<file path="src/sv/afr_pkg.sv">
// Shared types and constants of the API frame receiver.
// No dependencies; imported by all modules of the block.
package afr_pkg;

  localparam int unsigned MaxPayloadDef = 128;

  localparam logic [7:0] DelimiterRst   = 8'h7E;
  localparam logic [7:0] Rx16TypeRst    = 8'h81;
  localparam logic [7:0] TxStatusRst    = 8'h89;
  localparam logic [7:0] CmdRespRst     = 8'h88;
  localparam logic [7:0] ChecksumBase   = 8'hFF;
  localparam logic [15:0] FixedFieldLen = 16'd5;

  localparam int unsigned CfgAddrW = 4;

  typedef enum logic [1:0] {
    REG_DELIMITER = 2'd0,
    REG_RX16_TYPE = 2'd1,
    REG_TX_STATUS = 2'd2,
    REG_CMD_RESP  = 2'd3
  } cfg_reg_e;

  typedef enum logic [3:0] {
    PS_HUNT,
    PS_LEN_HI,
    PS_LEN_LO,
    PS_TYPE,
    PS_ADDR_HI,
    PS_ADDR_LO,
    PS_RSSI,
    PS_OPT,
    PS_PAYLOAD,
    PS_CKS,
    PS_TS_ID,
    PS_TS_STAT,
    PS_CR_ID,
    PS_CR_CMD1,
    PS_CR_CMD2,
    PS_CR_STAT
  } parse_state_e;

  typedef enum logic [2:0] {
    FS_PENDING  = 3'd0,
    FS_OK       = 3'd1,
    FS_CKS_ERR  = 3'd2,
    FS_UNKNOWN  = 3'd3,
    FS_OVERSIZE = 3'd4
  } frame_status_e;

  typedef enum logic [1:0] {
    FK_NONE      = 2'd0,
    FK_RX16      = 2'd1,
    FK_TX_STATUS = 2'd2,
    FK_CMD_RESP  = 2'd3
  } frame_kind_e;

  typedef struct packed {
    logic [7:0] delimiter;
    logic [7:0] rx16_type;
    logic [7:0] tx_status_type;
    logic [7:0] cmd_resp_type;
  } cfg_t;

  typedef struct packed {
    frame_status_e status;
    frame_kind_e   kind;
    logic [15:0]   src_addr;
    logic [7:0]    rssi;
    logic [7:0]    options;
    logic [7:0]    frame_id;
    logic [7:0]    rpt_status;
    logic          pay_valid;
    logic [7:0]    pay_byte;
    logic [6:0]    pay_index;
    logic [7:0]    pay_length;
  } result_t;

  // payload byte count announced by the length, for kinds that carry data
  function automatic logic [15:0] data_count(frame_kind_e kind, logic [15:0] len);
    logic [15:0] cnt;
    cnt = 16'd0;
    if ((kind == FK_RX16 || kind == FK_CMD_RESP) && len >= FixedFieldLen) begin
      cnt = len - FixedFieldLen;
    end
    return cnt;
  endfunction

endpackage

</file>
<file path="src/sv/api_frame_receiver_top.sv">
// Top level of the API frame receiver: config registers, parser, result buffer.
// Depends on afr_pkg, afr_cfg_regs, afr_parser and afr_out_skid.

// One received byte (or a timeout abort) goes in per request and exactly one
// result comes out per request, into the result register or its skid entry.
// A new byte can be accepted every cycle while in_stall_o is low; in_stall_o
// rises only once the output side has held off for two results, with the result
// register and its skid entry both full. Status and held frame fields reflect
// the frame in progress; payload bytes carry their index. The user writes type
// and delimiter codes over APB only while idle; the block does not enforce it.
module api_frame_receiver_top import afr_pkg::*; #(
  parameter int unsigned MAX_PAYLOAD = MaxPayloadDef
) (
  input  logic                clk_i,
  input  logic                rst_ni,
  input  logic                psel,
  input  logic                penable,
  input  logic                pwrite,
  input  logic [CfgAddrW-1:0] paddr,
  input  logic [31:0]         pwdata,
  output logic [31:0]         prdata,
  output logic                pready,
  input  logic                in_valid_i,
  output logic                in_stall_o,
  input  logic [7:0]          rx_byte_i,
  input  logic                abort_i,
  output logic                out_valid_o,
  input  logic                out_stall_i,
  output logic [2:0]          frame_status_o,
  output logic [1:0]          frame_kind_o,
  output logic [15:0]         source_address_o,
  output logic [7:0]          signal_strength_o,
  output logic [7:0]          packet_options_o,
  output logic [7:0]          frame_ident_o,
  output logic [7:0]          report_status_o,
  output logic                payload_valid_o,
  output logic [7:0]          payload_byte_o,
  output logic [6:0]          payload_index_o,
  output logic [7:0]          payload_length_o
);

  cfg_t    cfg;
  result_t res, res_out;
  logic    accept;
  logic    buf_full;

  assign in_stall_o = buf_full;
  assign accept     = in_valid_i && !buf_full;

  afr_cfg_regs u_cfg (
    .clk_i   (clk_i),
    .rst_ni  (rst_ni),
    .psel    (psel),
    .penable (penable),
    .pwrite  (pwrite),
    .paddr   (paddr),
    .pwdata  (pwdata),
    .prdata  (prdata),
    .pready  (pready),
    .cfg_o   (cfg)
  );

  afr_parser #(
    .MAX_PAYLOAD (MAX_PAYLOAD)
  ) u_parser (
    .clk_i     (clk_i),
    .rst_ni    (rst_ni),
    .accept_i  (accept),
    .rx_byte_i (rx_byte_i),
    .abort_i   (abort_i),
    .cfg_i     (cfg),
    .result_o  (res)
  );

  afr_out_skid u_out (
    .clk_i   (clk_i),
    .rst_ni  (rst_ni),
    .push_i  (accept),
    .data_i  (res),
    .full_o  (buf_full),
    .valid_o (out_valid_o),
    .stall_i (out_stall_i),
    .data_o  (res_out)
  );

  assign frame_status_o    = res_out.status;
  assign frame_kind_o      = res_out.kind;
  assign source_address_o  = res_out.src_addr;
  assign signal_strength_o = res_out.rssi;
  assign packet_options_o  = res_out.options;
  assign frame_ident_o     = res_out.frame_id;
  assign report_status_o   = res_out.rpt_status;
  assign payload_valid_o   = res_out.pay_valid;
  assign payload_byte_o    = res_out.pay_byte;
  assign payload_index_o   = res_out.pay_index;
  assign payload_length_o  = res_out.pay_length;

endmodule

</file>
<file path="src/sv/afr_cfg_regs.sv">
// APB-style configuration registers of the API frame receiver.
// Depends on afr_pkg.
module afr_cfg_regs import afr_pkg::*; (
  input  logic                clk_i,
  input  logic                rst_ni,
  input  logic                psel,
  input  logic                penable,
  input  logic                pwrite,
  input  logic [CfgAddrW-1:0] paddr,
  input  logic [31:0]         pwdata,
  output logic [31:0]         prdata,
  output logic                pready,
  output cfg_t                cfg_o
);

  cfg_t       cfg_q, cfg_d;
  logic       wr_en;
  cfg_reg_e   sel;

  assign pready = 1'b1;
  assign wr_en  = psel & penable & pwrite;
  assign sel    = cfg_reg_e'(paddr[3:2]);

  always_comb begin
    cfg_d = cfg_q;
    if (wr_en) begin
      unique case (sel)
        REG_DELIMITER: cfg_d.delimiter      = pwdata[7:0];
        REG_RX16_TYPE: cfg_d.rx16_type      = pwdata[7:0];
        REG_TX_STATUS: cfg_d.tx_status_type = pwdata[7:0];
        REG_CMD_RESP:  cfg_d.cmd_resp_type  = pwdata[7:0];
        default:       cfg_d = cfg_q;
      endcase
    end
  end

  always_comb begin
    unique case (sel)
      REG_DELIMITER: prdata = {24'd0, cfg_q.delimiter};
      REG_RX16_TYPE: prdata = {24'd0, cfg_q.rx16_type};
      REG_TX_STATUS: prdata = {24'd0, cfg_q.tx_status_type};
      REG_CMD_RESP:  prdata = {24'd0, cfg_q.cmd_resp_type};
      default:       prdata = 32'd0;
    endcase
  end

  always_ff @(posedge clk_i or negedge rst_ni) begin
    if (!rst_ni) begin
      cfg_q <= '{delimiter: DelimiterRst, rx16_type: Rx16TypeRst,
                 tx_status_type: TxStatusRst, cmd_resp_type: CmdRespRst};
    end else begin
      cfg_q <= cfg_d;
    end
  end

  assign cfg_o = cfg_q;

endmodule

</file>
<file path="src/sv/afr_parser.sv">
// Frame parse state machine: one serial byte per accepted request.
// Depends on afr_pkg; result is combinational from the next-state values.
module afr_parser import afr_pkg::*; #(
  parameter int unsigned MAX_PAYLOAD = MaxPayloadDef
) (
  input  logic       clk_i,
  input  logic       rst_ni,
  input  logic       accept_i,
  input  logic [7:0] rx_byte_i,
  input  logic       abort_i,
  input  cfg_t       cfg_i,
  output result_t    result_o
);

  localparam int unsigned IdxW = $clog2(MAX_PAYLOAD + 1);
  localparam logic [15:0] MaxCount = 16'(MAX_PAYLOAD);

  parse_state_e    state_q, state_d;
  logic [15:0]     len_q, len_d;
  logic [7:0]      sum_q, sum_d;
  logic [IdxW-1:0] idx_q, idx_d;
  logic [15:0]     addr_q, addr_d;
  logic [7:0]      rssi_q, rssi_d;
  logic [7:0]      opt_q, opt_d;
  logic [7:0]      fid_q, fid_d;
  logic [7:0]      stat_q, stat_d;
  frame_kind_e     kind_q, kind_d;

  frame_status_e   status;
  logic            pv;
  logic [IdxW-1:0] pidx;
  logic [15:0]     cnt_q;
  logic [15:0]     cnt_d;
  logic [15:0]     idx_inc;
  logic [7:0]      sum_add;
  logic [IdxW+6:0] pidx_ext;

  assign sum_add = sum_q + rx_byte_i;
  assign idx_inc = 16'(idx_q) + 16'd1;
  assign cnt_q   = data_count(kind_q, len_q);
  assign cnt_d   = data_count(kind_d, len_d);

  always_comb begin
    state_d = state_q;
    len_d   = len_q;
    sum_d   = sum_q;
    idx_d   = idx_q;
    addr_d  = addr_q;
    rssi_d  = rssi_q;
    opt_d   = opt_q;
    fid_d   = fid_q;
    stat_d  = stat_q;
    kind_d  = kind_q;
    status  = FS_PENDING;
    pv      = 1'b0;
    pidx    = '0;

    if (abort_i) begin
      state_d = PS_HUNT;
    end else begin
      unique case (state_q)
        PS_HUNT: begin
          if (rx_byte_i == cfg_i.delimiter) begin
            len_d   = '0;
            sum_d   = '0;
            idx_d   = '0;
            addr_d  = '0;
            rssi_d  = '0;
            opt_d   = '0;
            fid_d   = '0;
            stat_d  = '0;
            kind_d  = FK_NONE;
            state_d = PS_LEN_HI;
          end
        end
        PS_LEN_HI: begin
          len_d   = {rx_byte_i, 8'd0};
          state_d = PS_LEN_LO;
        end
        PS_LEN_LO: begin
          len_d   = {len_q[15:8], rx_byte_i};
          state_d = PS_TYPE;
        end
        PS_TYPE: begin
          sum_d = sum_add;
          // priority among coinciding type codes: rx16, tx status, cmd response
          if (rx_byte_i == cfg_i.rx16_type) begin
            kind_d  = FK_RX16;
            state_d = PS_ADDR_HI;
          end else if (rx_byte_i == cfg_i.tx_status_type) begin
            kind_d  = FK_TX_STATUS;
            state_d = PS_TS_ID;
          end else if (rx_byte_i == cfg_i.cmd_resp_type) begin
            kind_d  = FK_CMD_RESP;
            state_d = PS_CR_ID;
          end else begin
            kind_d  = FK_NONE;
            status  = FS_UNKNOWN;
            state_d = PS_HUNT;
          end
          if (status == FS_PENDING && data_count(kind_d, len_q) > MaxCount) begin
            status  = FS_OVERSIZE;
            state_d = PS_HUNT;
          end
        end
        PS_ADDR_HI: begin
          addr_d  = {rx_byte_i, 8'd0};
          sum_d   = sum_add;
          state_d = PS_ADDR_LO;
        end
        PS_ADDR_LO: begin
          addr_d  = {addr_q[15:8], rx_byte_i};
          sum_d   = sum_add;
          state_d = PS_RSSI;
        end
        PS_RSSI: begin
          rssi_d  = rx_byte_i;
          sum_d   = sum_add;
          state_d = PS_OPT;
        end
        PS_OPT: begin
          opt_d   = rx_byte_i;
          sum_d   = sum_add;
          idx_d   = '0;
          state_d = (cnt_q != 16'd0) ? PS_PAYLOAD : PS_CKS;
        end
        PS_PAYLOAD: begin
          pv    = 1'b1;
          pidx  = idx_q;
          sum_d = sum_add;
          idx_d = idx_inc[IdxW-1:0];
          if (idx_inc >= cnt_q) begin
            state_d = PS_CKS;
          end
        end
        PS_TS_ID: begin
          fid_d   = rx_byte_i;
          sum_d   = sum_add;
          state_d = PS_TS_STAT;
        end
        PS_CR_ID: begin
          fid_d   = rx_byte_i;
          sum_d   = sum_add;
          state_d = PS_CR_CMD1;
        end
        PS_TS_STAT: begin
          stat_d  = rx_byte_i;
          sum_d   = sum_add;
          state_d = PS_CKS;
        end
        PS_CR_CMD1: begin
          sum_d   = sum_add;
          state_d = PS_CR_CMD2;
        end
        PS_CR_CMD2: begin
          sum_d   = sum_add;
          state_d = PS_CR_STAT;
        end
        PS_CR_STAT: begin
          stat_d  = rx_byte_i;
          sum_d   = sum_add;
          idx_d   = '0;
          state_d = (cnt_q != 16'd0) ? PS_PAYLOAD : PS_CKS;
        end
        PS_CKS: begin
          status  = ((ChecksumBase - sum_q) == rx_byte_i) ? FS_OK : FS_CKS_ERR;
          state_d = PS_HUNT;
        end
        default: state_d = PS_HUNT;
      endcase
    end
  end

  // zero-extend or truncate the index to the 7-bit output
  assign pidx_ext = {7'd0, pidx};

  always_comb begin
    result_o.status     = status;
    result_o.kind       = kind_d;
    result_o.src_addr   = addr_d;
    result_o.rssi       = rssi_d;
    result_o.options    = opt_d;
    result_o.frame_id   = fid_d;
    result_o.rpt_status = stat_d;
    result_o.pay_valid  = pv;
    result_o.pay_byte   = pv ? rx_byte_i : 8'd0;
    result_o.pay_index  = pidx_ext[6:0];
    result_o.pay_length = cnt_d[7:0];
  end

  always_ff @(posedge clk_i or negedge rst_ni) begin
    if (!rst_ni) begin
      state_q <= PS_HUNT;
      len_q   <= '0;
      sum_q   <= '0;
      idx_q   <= '0;
      addr_q  <= '0;
      rssi_q  <= '0;
      opt_q   <= '0;
      fid_q   <= '0;
      stat_q  <= '0;
      kind_q  <= FK_NONE;
    end else if (accept_i) begin
      state_q <= state_d;
      len_q   <= len_d;
      sum_q   <= sum_d;
      idx_q   <= idx_d;
      addr_q  <= addr_d;
      rssi_q  <= rssi_d;
      opt_q   <= opt_d;
      fid_q   <= fid_d;
      stat_q  <= stat_d;
      kind_q  <= kind_d;
    end
  end

endmodule

</file>
<file path="src/sv/afr_out_skid.sv">
// Result register with a skid entry, so one more request is taken while the
// output side stalls. Depends on afr_pkg.
module afr_out_skid import afr_pkg::*; (
  input  logic    clk_i,
  input  logic    rst_ni,
  input  logic    push_i,
  input  result_t data_i,
  output logic    full_o,
  output logic    valid_o,
  input  logic    stall_i,
  output result_t data_o
);

  result_t out_q, out_d, skid_q, skid_d;
  logic    out_valid_q, out_valid_d, skid_valid_q, skid_valid_d;
  logic    out_free;

  assign out_free = !out_valid_q || !stall_i;

  always_comb begin
    out_d        = out_q;
    skid_d       = skid_q;
    out_valid_d  = out_valid_q;
    skid_valid_d = skid_valid_q;
    if (out_free) begin
      if (skid_valid_q) begin
        out_d        = skid_q;
        out_valid_d  = 1'b1;
        skid_valid_d = 1'b0;
      end else begin
        out_d       = data_i;
        out_valid_d = push_i;
      end
    end else if (push_i) begin
      skid_d       = data_i;
      skid_valid_d = 1'b1;
    end
  end

  always_ff @(posedge clk_i or negedge rst_ni) begin
    if (!rst_ni) begin
      out_valid_q  <= 1'b0;
      skid_valid_q <= 1'b0;
    end else begin
      out_valid_q  <= out_valid_d;
      skid_valid_q <= skid_valid_d;
    end
  end

  always_ff @(posedge clk_i) begin
    out_q  <= out_d;
    skid_q <= skid_d;
  end

  assign full_o  = skid_valid_q;
  assign valid_o = out_valid_q;
  assign data_o  = out_q;

endmodule
</file>
<file path="config.mk">
export PLATFORM = sky130hd
export DESIGN_NAME = api_frame_receiver_top
export DESIGN_NICKNAME = d
export VERILOG_FILES = /design/src/sv/afr_pkg.sv /design/src/sv/api_frame_receiver_top.sv /design/src/sv/afr_cfg_regs.sv /design/src/sv/afr_parser.sv /design/src/sv/afr_out_skid.sv
export SDC_FILE = /design/constraint.sdc
export NUM_CORES = 1
export LEC_CHECK = 0
export BUFFER_PORTS_ARGS = -buffer_cell sky130_fd_sc_hd__buf_2
export CORE_ASPECT_RATIO = 1.2
export CORE_MARGIN = 4
export CORE_UTILIZATION = 40
export CTS_CLUSTER_DIAMETER = 50
export CTS_CLUSTER_SIZE = 30
export DETAILED_ROUTE_END_ITERATION = 10
export PLACE_DENSITY = 0.7
export REMOVE_ABC_BUFFERS = 1
export SLEW_MARGIN = 10
export SYNTH_ARGS = -nofsm -noshare
export SYNTH_HDL_FRONTEND = slang
export SYNTH_HIERARCHICAL = 1
export SYNTH_SLANG_ARGS = --single-unit
</file>
<file path="constraint.sdc">
create_clock -name clk_i -period 3.45 [get_ports clk_i]
set_input_delay 0.8625 -clock clk_i [delete_from_list [all_inputs] [get_ports clk_i]]
set_output_delay 0.8625 -clock clk_i [all_outputs]
set_load 0.01 [all_outputs]
</file>
* Word level (Yosys, flattened, before mapping)
Index checks and enable logic that the tools add are counted.
** Word-level totals
- Input port bits :: 52
- Flip-flop bits (word level) :: 274
- Output and inout bits :: 112
- Word-level logic and storage cells :: 176
** Cells by class
- Add/sub/neg operators :: 5
- Mux-type cells :: 62
- Magnitude comparators :: 4
- Reduce and logical (&&, ||, !) cells :: 31
- Eq/ne operators :: 32
- Bitwise gates (word level) :: 4
** Operators with widths (count)
- 16-bit 2-to-1 mux :: 8
- 32-bit case mux with 4 select lines :: 1
- 16-bit case mux with 3 select lines :: 2
- 8-bit 2-to-1 mux :: 11
- 8-bit case mux with 2 select lines :: 5
- 77-bit 2-to-1 mux :: 1
- 4-bit case mux with 15 select lines :: 1
- 8-bit equality test :: 5
- 4-bit equality test (second input constant) :: 8
- 16-bit by 3-bit >= comparator with 1-bit output (second input constant) :: 2
- 4-bit 2-to-1 mux :: 7
- 8-bit case mux with 3 select lines :: 1
- 2-bit 2-to-1 mux :: 9
- 3-bit 2-to-1 mux :: 6
- 4-bit by 3-bit equality test with 1-bit output (second input constant) :: 4
- 16-bit >= comparator :: 1
- 16-bit by 8-bit > comparator with 1-bit output (second input constant) :: 1
- 16-bit nonzero test :: 1
- 16-bit by 3-bit subtractor with 16-bit output (second input constant) :: 1
- 7-bit 2-to-1 mux :: 2
- 12-bit OR reduction :: 1
- 2-bit equality test (second input constant) :: 5
- 2-bit AND reduction :: 5
- 8-bit by 1-bit adder with 9-bit output (second input constant) :: 1
- other kinds (24) :: 49

* Depth between registers and ports, before layout
Gate-level depths: netlist (run 1).
- Depth after elaboration :: 18
- Mapped depth :: 17
- Depth with buffers taken out :: 15

* Modules after synthesis
Netlist (run 1), hierarchy kept.
** By module, submodules not included
- afr_parser :: instances 1, cells each 656, seq. area each 2152.1 um^2, area an instance 6163.4 um^2
- afr_out_skid :: instances 1, cells each 246, seq. area each 4674.5 um^2, area an instance 5664.2 um^2
- afr_cfg_regs :: instances 1, cells each 107, seq. area each 817.0 um^2, area an instance 1641.6 um^2
- api_frame_receiver_top :: instances 1, cells each 1, seq. area each 0.0 um^2, area an instance 13.8 um^2

* Least setup slack after synthesis (run 1)
Ideal clock, no wire load.
- Path type :: input to register
- Start point :: input rx_byte_i[0]
- End point :: register u_out.out_q (netlist bit u_out/data_o[7]) (data pin)
- Slack :: -0.184 ns
- Buffers on the path :: 1
- Data arrival time :: 3.374 ns
- Data required time :: 3.190 ns
- Setup time :: 0.260 ns
- Stages on the path :: 12
- Cells stage by stage :: clkbuf_1 -> xnor2_1 -> nand4_1 -> o21ai_4 -> nand2_2 -> a22oi_1 -> ha_1 -> inv_1 -> o21a_1 -> o41ai_4 -> nor3_1 -> mux2_2
** RTL lines
- from (decl) :: line api_frame_receiver_top.sv:25 : input logic [7:0] rx_byte_i,
- to (signal assigned) :: line afr_out_skid.sv:51 : out_q <= out_d;
- to (decl) :: line afr_out_skid.sv:14 : result_t out_q, out_d, skid_q, skid_d;

==> flow_summary_export.csv, run 1 <==
group,metric,value,unit
sta,setup_viol,0,
drt,post_drt_wl_per_cell,18.8,um
clock_network,clkTransAtPathRegs,0.08,ns
clock_network,cts_tree,"done",
sta,finalClockSkew,0.0167,ns
synth,seq_area_frac_synth,0.567,
sta,period_minus_slack,3.27,ns
clock_network,clock_sinks,274,
synth,synth_top_area_cell,"edfxtp_1",
placement,gp_congestion,0.876,
critical_path,required,3.74,ns
floorplan,dieHeight,209,um
sta,finalCritPeriodShare,0.947,
layout,final_cell_area,15800,um^2
power,vdd_drop_max,349,uV
global_routing,overflow,0,
global_routing,grt_max_degree,120,
sta,finalHoldViolCount,0,
global_routing,grt_pass1_vias,8782,
global_routing,grt_use_total,0.164,
sta,grt_setup_unrepaired,"false",
floorplan,die_w,176,um
placement,dpl.cell_count,1574,
drt,wl,30600,um
drt,num_vias,8624,
drt,ant_nets,0,
sta,fmax,306,MHz
layout,final_cells,1627,
synth,synth_cells,1010,
synth,synth.area.mux_share,0.144,
floorplan,coreArea,33200,um^2
floorplan,io_pins,164,
power,power_density,683,nW/um^2
sta,drv_slew,0,
synth,async_flop_share,0.438,
synth,synth_edf_count,154,
synth,ys_warn_count,6,
synth,ys_top_cells_by_area,"edfxtp_1 34%, dfrtp_1 20%, mux2_2 12%",
synth,avgSynthCellArea,13.3,um^2
drt,drc,0,
clock_network,root_buffer,"clkbuf_16",
synth,synth_top_area_share,0.343,
layout,syn_to_final_growth,16.8,%
synth,yosysMostFrequentCell,"edfxtp_1",
synth,synth_common_cells,"154 x edfxtp_1, 146 x mux2_2, 107 x dfrtp_1, 69 x a22o_1, 50 x nor2_1",
global_routing,antenna_found_initial,1,
drt,drt_iter0_drc,700,
critical_path,end_kind,"register",
synth,synth_compound_area_frac,0.106,
critical_path,crit_arrival,3.56,ns
placement,dpl-instance-area,14800,um^2
synth,synth_seq_cells,274,
outcome,outcome,"finished clean",
floorplan,start_util,0.406,
sta,hold_slack,0.0871,ns
clock_network,cts.path.max_buffers,3,
critical_path,setup.worst_path.start_class,"register",
synth,synth_top_family_by_area,"multiplexers",
synth,synthAdderAreaFrac,0.0210,
placement,io_buffers,112,
synth,synth-xor-area-share,0.0357,
sta,tightestPinTransition,0.888,ns
sta,relSlewSlack,0.407,
global_routing,grt_pass1_wl,49100,um
power,power_leakage,0.00667,uW
critical_path,cp_max_fo,13,
floorplan,core.rowCount,73,
placement,place_hpwl,21400,um
synth,mappedNetlistArea,13500,um^2
layout,drive_gt1_frac,0.365,
layout,diodes,0,
layout,fin_nets,1229,
clock_network,ctsHtreeMaxLevel,1,
synth,synth.distinct_cells,79,
min_path,hold_class,"in -> async",
synth,synth-simple-area-share,0.0841,
run,max_cap_violations,0,
clock_network,numCtsBuffers,29,
critical_path,setup.worst_path.class,"reg -> reg",
synth,synthFlopType,"edfxtp_1",
drt,viasPerCell,5.30,
floorplan,die_area,36700,um^2
clock_network,clock_latency,0.55,ns
drt,drtPass1Iterations,5,
[area by class of cell]
class	count	area (um^2)
clock inverters	22	259
well taps	450	563
fillers	3008	17500
flip-flops and latches	274	7650
multi-input cells	658	5390
clock buffers	31	733
repair buffers	181	1120
inverters	11	41.3
[path summary, 6_finish.rpt]
kind                                                 start                         endpoint  slack, ns  cells after the start
max in group asynchronous                           rst_ni       u_cfg/cfg_o[5]$_DFFE_PN0P_       2.46                      2
max                        u_parser/state_q[0]$_DFFE_PN0P_        u_out/data_o[7]$_DFFE_PP_       0.18                     10
min reg2reg                u_parser/addr_q[15]$_DFFE_PN0P_  u_parser/addr_q[15]$_DFFE_PN0P_       0.50                      1
max reg2reg                u_parser/state_q[0]$_DFFE_PN0P_        u_out/data_o[7]$_DFFE_PP_       0.18                     10
min                                                 rst_ni         u_out/full_o$_DFFE_PN0P_       0.09                      1
min in group clk_i         u_parser/addr_q[15]$_DFFE_PN0P_  u_parser/addr_q[15]$_DFFE_PN0P_       0.50                      1
[where the power goes]
group	switching (uW)	total, uW	internal, uW	leakage, uW
clock network	1450	3160	1710	0.000480
registers	384	4480	4090	0.00311
logic	1710	3120	1410	0.00308
total	3540	10800	7210	0.00667
[through the flow]
step                      total power (uW)  setup WS, ns   util  setup TNS, ns
after CTS                            10800         0.231  0.474              0
after detailed placement              7650        -0.186  0.444          -1.31
after global placement                7590        -0.136  0.444         -0.985
after global routing                 11400       0.00208  0.474              0
after floorplan                       6490         -1.70      -        -137.17
final                                10800         0.184  0.474              0
[layer usage]
layer / up-vias / wire length [um] / track usage
met5: - / 7 / 0
met4: 2 / 577 / 0.0358
met1: 4325 / 13200 / 0.224
li1: 4050 / - / -
met3: 45 / 1380 / 0.0208
met2: 202 / 15500 / 0.280
[worst max-delay path: stages, from the launching register on]
cell and delay [ns]:
dfrtp_1 0.54, nand2b_1 0.28, nor2_1 0.53, a22oi_1 0.20, buf_4 0.19, ha_1 0.19, o21a_1 0.20, o41ai_4 0.34
buf_4 0.21, nor3_1 0.08, mux2_2 0.27
[cell families (layout without fill, tap and decap cells)]
kind of cell               Yosys count  after routing
DFF                                274            274
and+or+nand+nor                    209            209
AOI/OAI and AO/OA                  185            185
muxes                              162            162
buffers and inverters              101            245
xor gates and xnor gates            55             55
adders and majority gates           22             22
other                                2             25
[state kept, by name (all words and copies together) (netlist names)]
register          flops
u_parser/fid_q        8
u_parser/kind_q       2
u_parser/stat_q       8
u_parser/idx_q        8
u_parser/sum_q        8
u_out/data_o         77
u_out/valid_o         1
u_parser/len_q       16
u_parser/opt_q        8
u_parser/state_q      4
u_out/skid_q         77
u_parser/rssi_q       8
u_cfg/cfg_o          32
u_out/full_o          1
u_parser/addr_q      16
[timing repair]
action	CTS	global route
setup endpoints to repair	0	2
hold buffers	0	0
setup buffers	0	0
resized for setup	0	2
[cell usage in the layout, fill, tap and decap left out, types with 9 or more instances in the layout]
| master | Yosys | final |
|---|---|---|
| nor3_1 | 12 | 12 |
| conb_1 | 2 | 25 |
| xnor2_1 | 36 | 36 |
| inv_1 | 11 | 11 |
| a21oi_1 | 27 | 27 |
| o21ai_0 | 20 | 20 |
| mux2_2 | 146 | 146 |
| dfrtp_1 | 107 | 106 |
| and2_1 | 13 | 13 |
| nand3_1 | 22 | 22 |
| nor2b_1 | 10 | 10 |
| edfxtp_1 | 154 | 154 |
| buf_4 | 29 | 67 |
| ha_1 | 21 | 21 |
| buf_2 | 22 | 111 |
| nand2_1 | 36 | 35 |
| a22o_1 | 69 | 69 |
| xor2_1 | 19 | 19 |
| clkbuf_16 | 0 | 29 |
| dfstp_2 | 13 | 13 |
| nand4_1 | 9 | 9 |
| and3_1 | 12 | 11 |
| nor2_1 | 50 | 49 |
(Power assumes the default switching activity.)
==> inputs of run 2 (changes only) <==
- CORE_UTILIZATION: 40 -> 45
- PLACE_DENSITY: 0.7 -> 0.76
- clock period: 3.45 -> 3.7 ns (I/O delays scaled with it)
==> run 2 against run 1 <==
  * Clock skew grew 0.0036 ns
  * Worst hold slack improved by 0.36 ns
  * Register-to-register slack better by 0.15 ns
  * Die area down 11%
  * First-iteration DRC count down 19%
  * Cell count shrank 5.6%
  * Clock power fell by 17%
  * Via count about the same
  * Setup slack better by 0.15 ns
  * Global-route usage increased by 1.4 points
==> flow_summary_export.csv, run 2 (synthesis gave the netlist of run 1 again) <==
group,metric,value,unit
drt,ant_nets,0,
layout,fillCellCount,2534,
floorplan,die_w,166,um
clock_network,clkTransAtPathRegs,0.08,ns
global_routing,grt_use_total,0.178,
floorplan,io_pins,164,
critical_path,end_kind,"register",
critical_path,setup.worst_path.class,"reg -> reg",
critical_path,cp_max_fo,8,
sta,setup_viol,0,
sta,drv_slew,0,
min_path,hold_class,"in -> async",
sta,grt_setup_unrepaired,"false",
drt,wl_met2,15500,um
critical_path,setup.worst_path.start_class,"register",
drt,drt_iter0_drc,566,
critical_path,crit_slowest_cell,"o31ai_1",
drt,num_vias,8623,
clock_network,cts_resized,0,
drt,post_drt_wl_per_cell,19.7,um
sta,finalCritPeriodShare,0.909,
floorplan,dieHeight,198,um
drt,drtPass1Iterations,6,
critical_path,reg2reg_setup_slack,0.34,ns
clock_network,ctsHtreeMaxLevel,1,
sta,period_minus_slack,3.36,ns
run,max_cap_violations,0,
clock_network,cts_setup_buffers,0,
power,vdd_drop_max,426,uV
critical_path,required,4.11,ns
global_routing,grt_pass1_vias,8564,
power,power_leakage,0.00648,uW
global_routing,grt_max_degree,78,
sta,relSlewSlack,0.362,
critical_path,path_cells,"inv_1 > ha_1 > inv_1 > o21a_1 > o31ai_1 > nor2_1 > ha_1 > nor2_1 > a21oi_1 > o31ai_1 > a21oi_1 > o221ai_1 > nor2_1 > mux2_2",
drt,dr_wl_met3,1650,um
floorplan,core.rowCount,69,
power,power_density,626,nW/um^2
clock_network,numCtsBuffers,24,
layout,diodes,0,
layout,fin_nets,1202,
layout,final_cells,1536,
placement,dpl.cell_count,1492,
global_routing,antenna_found_initial,1,
clock_network,clock_sinks,274,
sta,tightestPinTransition,0.948,ns
critical_path,cp_top_family,"compound AO/OA/AOI/OAI gates",
critical_path,critPathMaxStageDelay,0.55,ns
sta,finalClockSkew,0.0202,ns
outcome,outcome,"finished clean",
clock_network,cts_tree,"done",
layout,drive_gt1_frac,0.346,
sta,fmax,297,MHz
placement,io_buffers,112,
layout,syn_to_final_growth,13.9,%
critical_path,regToRegStartpoint,"u_parser/len_q[0]$_DFFE_PN0P_",
critical_path,critPathBufInv,2,
placement,place_hpwl,21100,um
layout,layout_commonest_cell,"edfxtp_1",
critical_path,reg2reg_depth,14,
layout,final_cell_mix,"154 x edfxtp_1, 146 x mux2_2, 111 x buf_2",
sta,setup-tns-final,0,ns
drt,wl_met1,12600,um
floorplan,start_util,0.455,
critical_path,cpMostUsedCell,"nor2_1",
clock_network,clock_latency,0.54,ns
global_routing,overflow,0,
floorplan,coreArea,29600,um^2
critical_path,crit_arrival,3.77,ns
placement,gp_congestion,0.936,
clock_network,ctsHoldBuffers,0,
clock_network,cts.path.max_buffers,3,
clock_network,root_buffer,"clkbuf_16",
drt,viasPerCell,5.61,
sta,finalHoldViolCount,0,
floorplan,die_area,32800,um^2
drt,drc,0,
power,finalPower,9620,uW
critical_path,r2r_end,"u_parser/state_q[0]$_DFFE_PN0P_",
global_routing,grt_pass1_wl,47700,um
layout,fin_util,0.519,
drt,wl,30300,um
drt,top_layer,"met5",
## run 2: power breakdown
| group | switching (uW) | leakage (uW) | internal (uW) |
|---|---|---|---|
| registers | 375 | 0.00311 | 3820 |
| logic | 1560 | 0.00297 | 1240 |
| clock network | 1220 | 0.000407 | 1410 |
## run 2: routing by layer
layer  track usage  vias to the layer above
met5             0                        -
met4        0.0406                        2
met3        0.0234                       47
met2         0.314                      246
met1         0.236                     4343
li1              -                     3985
## run 2: per-stage QoR
step	worst slack, ns	hold slack [ns]	area, um^2
final	0.339	0.449	15400
after global routing	0.0334	0.490	15400
after CTS	0.324	0.473	15400
after detailed placement	0.00994	0.481	14500
after global placement	0.0589	0.477	14500
after floorplan	-1.45	0.466	13100
## run 2: final cells by class
| type | count | area (um^2) | share of cell area |
|---|---|---|---|
| Multi-Input combinational cell | 658 | 5380 | 0.350 |
| Clock buffer | 26 | 608 | 0.0396 |
| Clock inverter | 18 | 239 | 0.0156 |
| Tap cell | 390 | 488 | 0.0318 |
| Timing Repair Buffer | 159 | 953 | 0.0621 |
| Sequential cell | 274 | 7650 | 0.498 |
| Inverter | 11 | 41.3 | 0.00269 |
## run 2: how the worst max path moves through the flow
| stage | to | slack (ns) | cells past startpoint | startpoint |
|---|---|---|---|---|
| after floorplan | u_out/skid_q[0]$_DFFE_PP_ | -1.45 | 2 | u_out/full_o$_DFFE_PN0P_ |
| after global placement | u_out/data_o[2]$_DFFE_PP_ | 0.06 | 14 | rx_byte_i[3] |
| after detailed placement | u_out/data_o[7]$_DFFE_PP_ | 0.01 | 13 | rx_byte_i[2] |
| after CTS | u_parser/state_q[0]$_DFFE_PN0P_ | 0.32 | 14 | u_parser/len_q[0]$_DFFE_PN0P_ |
| after global routing | u_parser/state_q[0]$_DFFE_PN0P_ | 0.03 | 15 | u_parser/len_q[0]$_DFFE_PN0P_ |
| final | u_parser/state_q[0]$_DFFE_PN0P_ | 0.34 | 14 | u_parser/len_q[0]$_DFFE_PN0P_ |
==> inputs of run 3 (changes only) <==
- clock period: 3.7 -> 4.3 ns (I/O delays scaled with it)
==> run 3 against run 2 <==
  * Total power down 12%
  * Critical endpoint is now u_out/data_o[7]$_DFFE_PP_
  * Sequential share of layout area down 0.069 points
  * Wire length decreased by 0.73%
  * Non-clock buffer count down 16
  * Setup slack improved by 0.45 ns
  * First-iteration DRC count up 20%
  * Largest power group unchanged
  * Via count increased by 0.46%
  * Global-route usage decreased by 0.33 points
  * Highest routed layer is now met4
==> flow_summary_export.csv, run 3 (synthesis gave the netlist of run 1 again) <==
group,metric,value,unit
floorplan,start_util,0.455,
critical_path,required,4.58,ns
clock_network,ctsHoldBuffers,0,
clock_network,clock_sinks,274,
sta,finalClockSkew,0.0163,ns
power,clkPwrFrac,0.299,
clock_network,cts_setup_buffers,0,
power,switchingPower,2800,uW
drt,ant_nets,0,
critical_path,cp_top_family,"simple AND/OR/NAND/NOR gates",
layout,fin_util,0.519,
clock_network,cts_resized,0,
power,power.internal,5700,uW
global_routing,grt_pass1_wl,46900,um
clock_network,clock_latency,0.54,ns
sta,grt_setup_unrepaired,"false",
power,power_frac_comb,0.270,
critical_path,path_cells,"buf_2 > buf_4 > nor2b_1 > a22oi_1 > ha_1 > o21a_1 > o41ai_4 > buf_4 > nor3_1 > mux2_2",
floorplan,coreArea,29600,um^2
global_routing,grt_use_total,0.175,
sta,fmax,285,MHz
floorplan,die_w,166,um
run,max_cap_violations,0,
critical_path,setup.worst_path.start_class,"primary input",
drt,post_drt_wl_per_cell,19.7,um
global_routing,grt_max_degree,78,
min_path,hold_class,"reg -> reg",
clock_network,cts_tree,"done",
placement,dpl.cell_count,1476,
drt,drt_iter0_drc,682,
clock_network,root_buffer,"clkbuf_16",
critical_path,cpMostUsedCell,"buf_4",
layout,diodes,0,
critical_path,cp_max_fo,8,
layout,fin_nets,1190,
critical_path,crit_slowest_cell,"nor2b_1",
global_routing,overflow,0,
outcome,outcome,"finished clean",
sta,setup_viol,0,
clock_network,ctsHtreeMaxLevel,1,
power,power_density,552,nW/um^2
global_routing,antenna_found_initial,0,
critical_path,critPathBufInv,3,
critical_path,crit_arrival,3.79,ns
layout,syn_to_final_growth,14.1,%
power,power_leakage,0.00648,uW
sta,finalCritPeriodShare,0.816,
clock_network,cts.path.max_buffers,3,
drt,drc,0,
floorplan,core.rowCount,69,
layout,fillCellCount,2445,
critical_path,setup.worst_path.class,"in -> reg",
placement,io_buffers,112,
sta,tightestPinTransition,1.09,ns
critical_path,end_kind,"register",
sta,finalHoldViolCount,0,
sta,relSlewSlack,0.275,
layout,final_cells,1528,
drt,num_vias,8663,
drt,wl,30000,um
floorplan,io_pins,164,
global_routing,grt_pass1_vias,8557,
drt,drtPass1Iterations,6,
clock_network,numCtsBuffers,28,
power,vdd_drop_max,327,uV
sta,drv_slew,0,
layout,drive_gt1_frac,0.345,
placement,gp_congestion,0.943,
sta,period_minus_slack,3.51,ns
clock_network,clkTransAtPathRegs,0.07,ns
power,p_seq_frac,0.431,
layout,layout_commonest_cell,"edfxtp_1",
placement,place_hpwl,20300,um
layout,final_cell_mix,"154 x edfxtp_1, 146 x mux2_2, 111 x buf_2",
drt,viasPerCell,5.67,
critical_path,critPathMaxStageDelay,0.77,ns
power,sw_frac_of_total,0.329,
floorplan,dieHeight,198,um
floorplan,die_area,32800,um^2
run 3: final timing paths:
| check | slack (ns) | cells past startpoint | end | startpoint |
|---|---|---|---|---|
| max | 0.79 | 10 | u_out/data_o[7]$_DFFE_PP_ | rx_byte_i[1] |
| min | 0.50 | 1 | u_parser/sum_q[5]$_DFFE_PN0P_ | u_parser/sum_q[5]$_DFFE_PN0P_ |
| max reg2reg | 0.84 | 11 | u_out/data_o[7]$_DFFE_PP_ | u_parser/state_q[2]$_DFFE_PN0P_ |
| min reg2reg | 0.50 | 1 | u_parser/sum_q[5]$_DFFE_PN0P_ | u_parser/sum_q[5]$_DFFE_PN0P_ |
| max in group asynchronous | 2.86 | 2 | u_cfg/cfg_o[30]$_DFFE_PN1P_ | rst_ni |
| min in group asynchronous | 0.55 | 1 | u_out/full_o$_DFFE_PN0P_ | rst_ni |
run 3: stage by stage:
stage / TNS, ns / worst slack (ns) / area (um^2) / power [uW] / hold slack [ns]
after floorplan: -65.47 / -0.850 / 13100 / 5210 / 0.466
after global placement: 0 / 0.390 / 14400 / 5890 / 0.474
after CTS: 0 / 0.875 / 15400 / 8530 / 0.503
after global routing: 0 / 0.587 / 15400 / 8920 / 0.517
final: 0 / 0.792 / 15400 / 8490 / 0.500
after detailed placement: 0 / 0.324 / 14400 / 5980 / 0.486
run 3: metal layers:
layer,track usage,vias to the layer above,wire length [um]
li1,-,3984,-
met1,0.234,4338,12600
met2,0.302,285,15000
met3,0.0244,56,1750
met4,0.0458,0,732
met5,0,-,0
run 3: layout make-up:
| cell class | count | area (um^2) | area share |
|---|---|---|---|
| Sequential cell | 274 | 7650 | 0.497 |
| Inverter | 11 | 41.3 | 0.00268 |
| Multi-Input combinational cell | 658 | 5390 | 0.350 |
| Tap cell | 390 | 488 | 0.0317 |
| Timing Repair Buffer | 143 | 821 | 0.0534 |
| Clock buffer | 31 | 756 | 0.0491 |
| Clock inverter | 21 | 243 | 0.0158 |
run 3: power groups by stage:
stage,registers (uW),logic (uW),clock network [uW]
6_report,3660,2290,2540
3_3_place_gp,3690,2200,0
2_1_floorplan,3690,1520,0
3_5_place_dp,3710,2270,0
4_1_cts,3660,2290,2580
5_1_grt,3710,2510,2700
run 3: worst reg2reg max path, cell delays in order (launching register included):
cell	delay (ns)
dfrtp_1	0.56
or2_1	0.46
nor3_4	0.36
nand2_2	0.13
a22oi_1	0.32
ha_1	0.23
inv_1	0.06
o21a_1	0.21
o41ai_4	0.33
buf_4	0.21
nor3_1	0.08
mux2_2	0.26
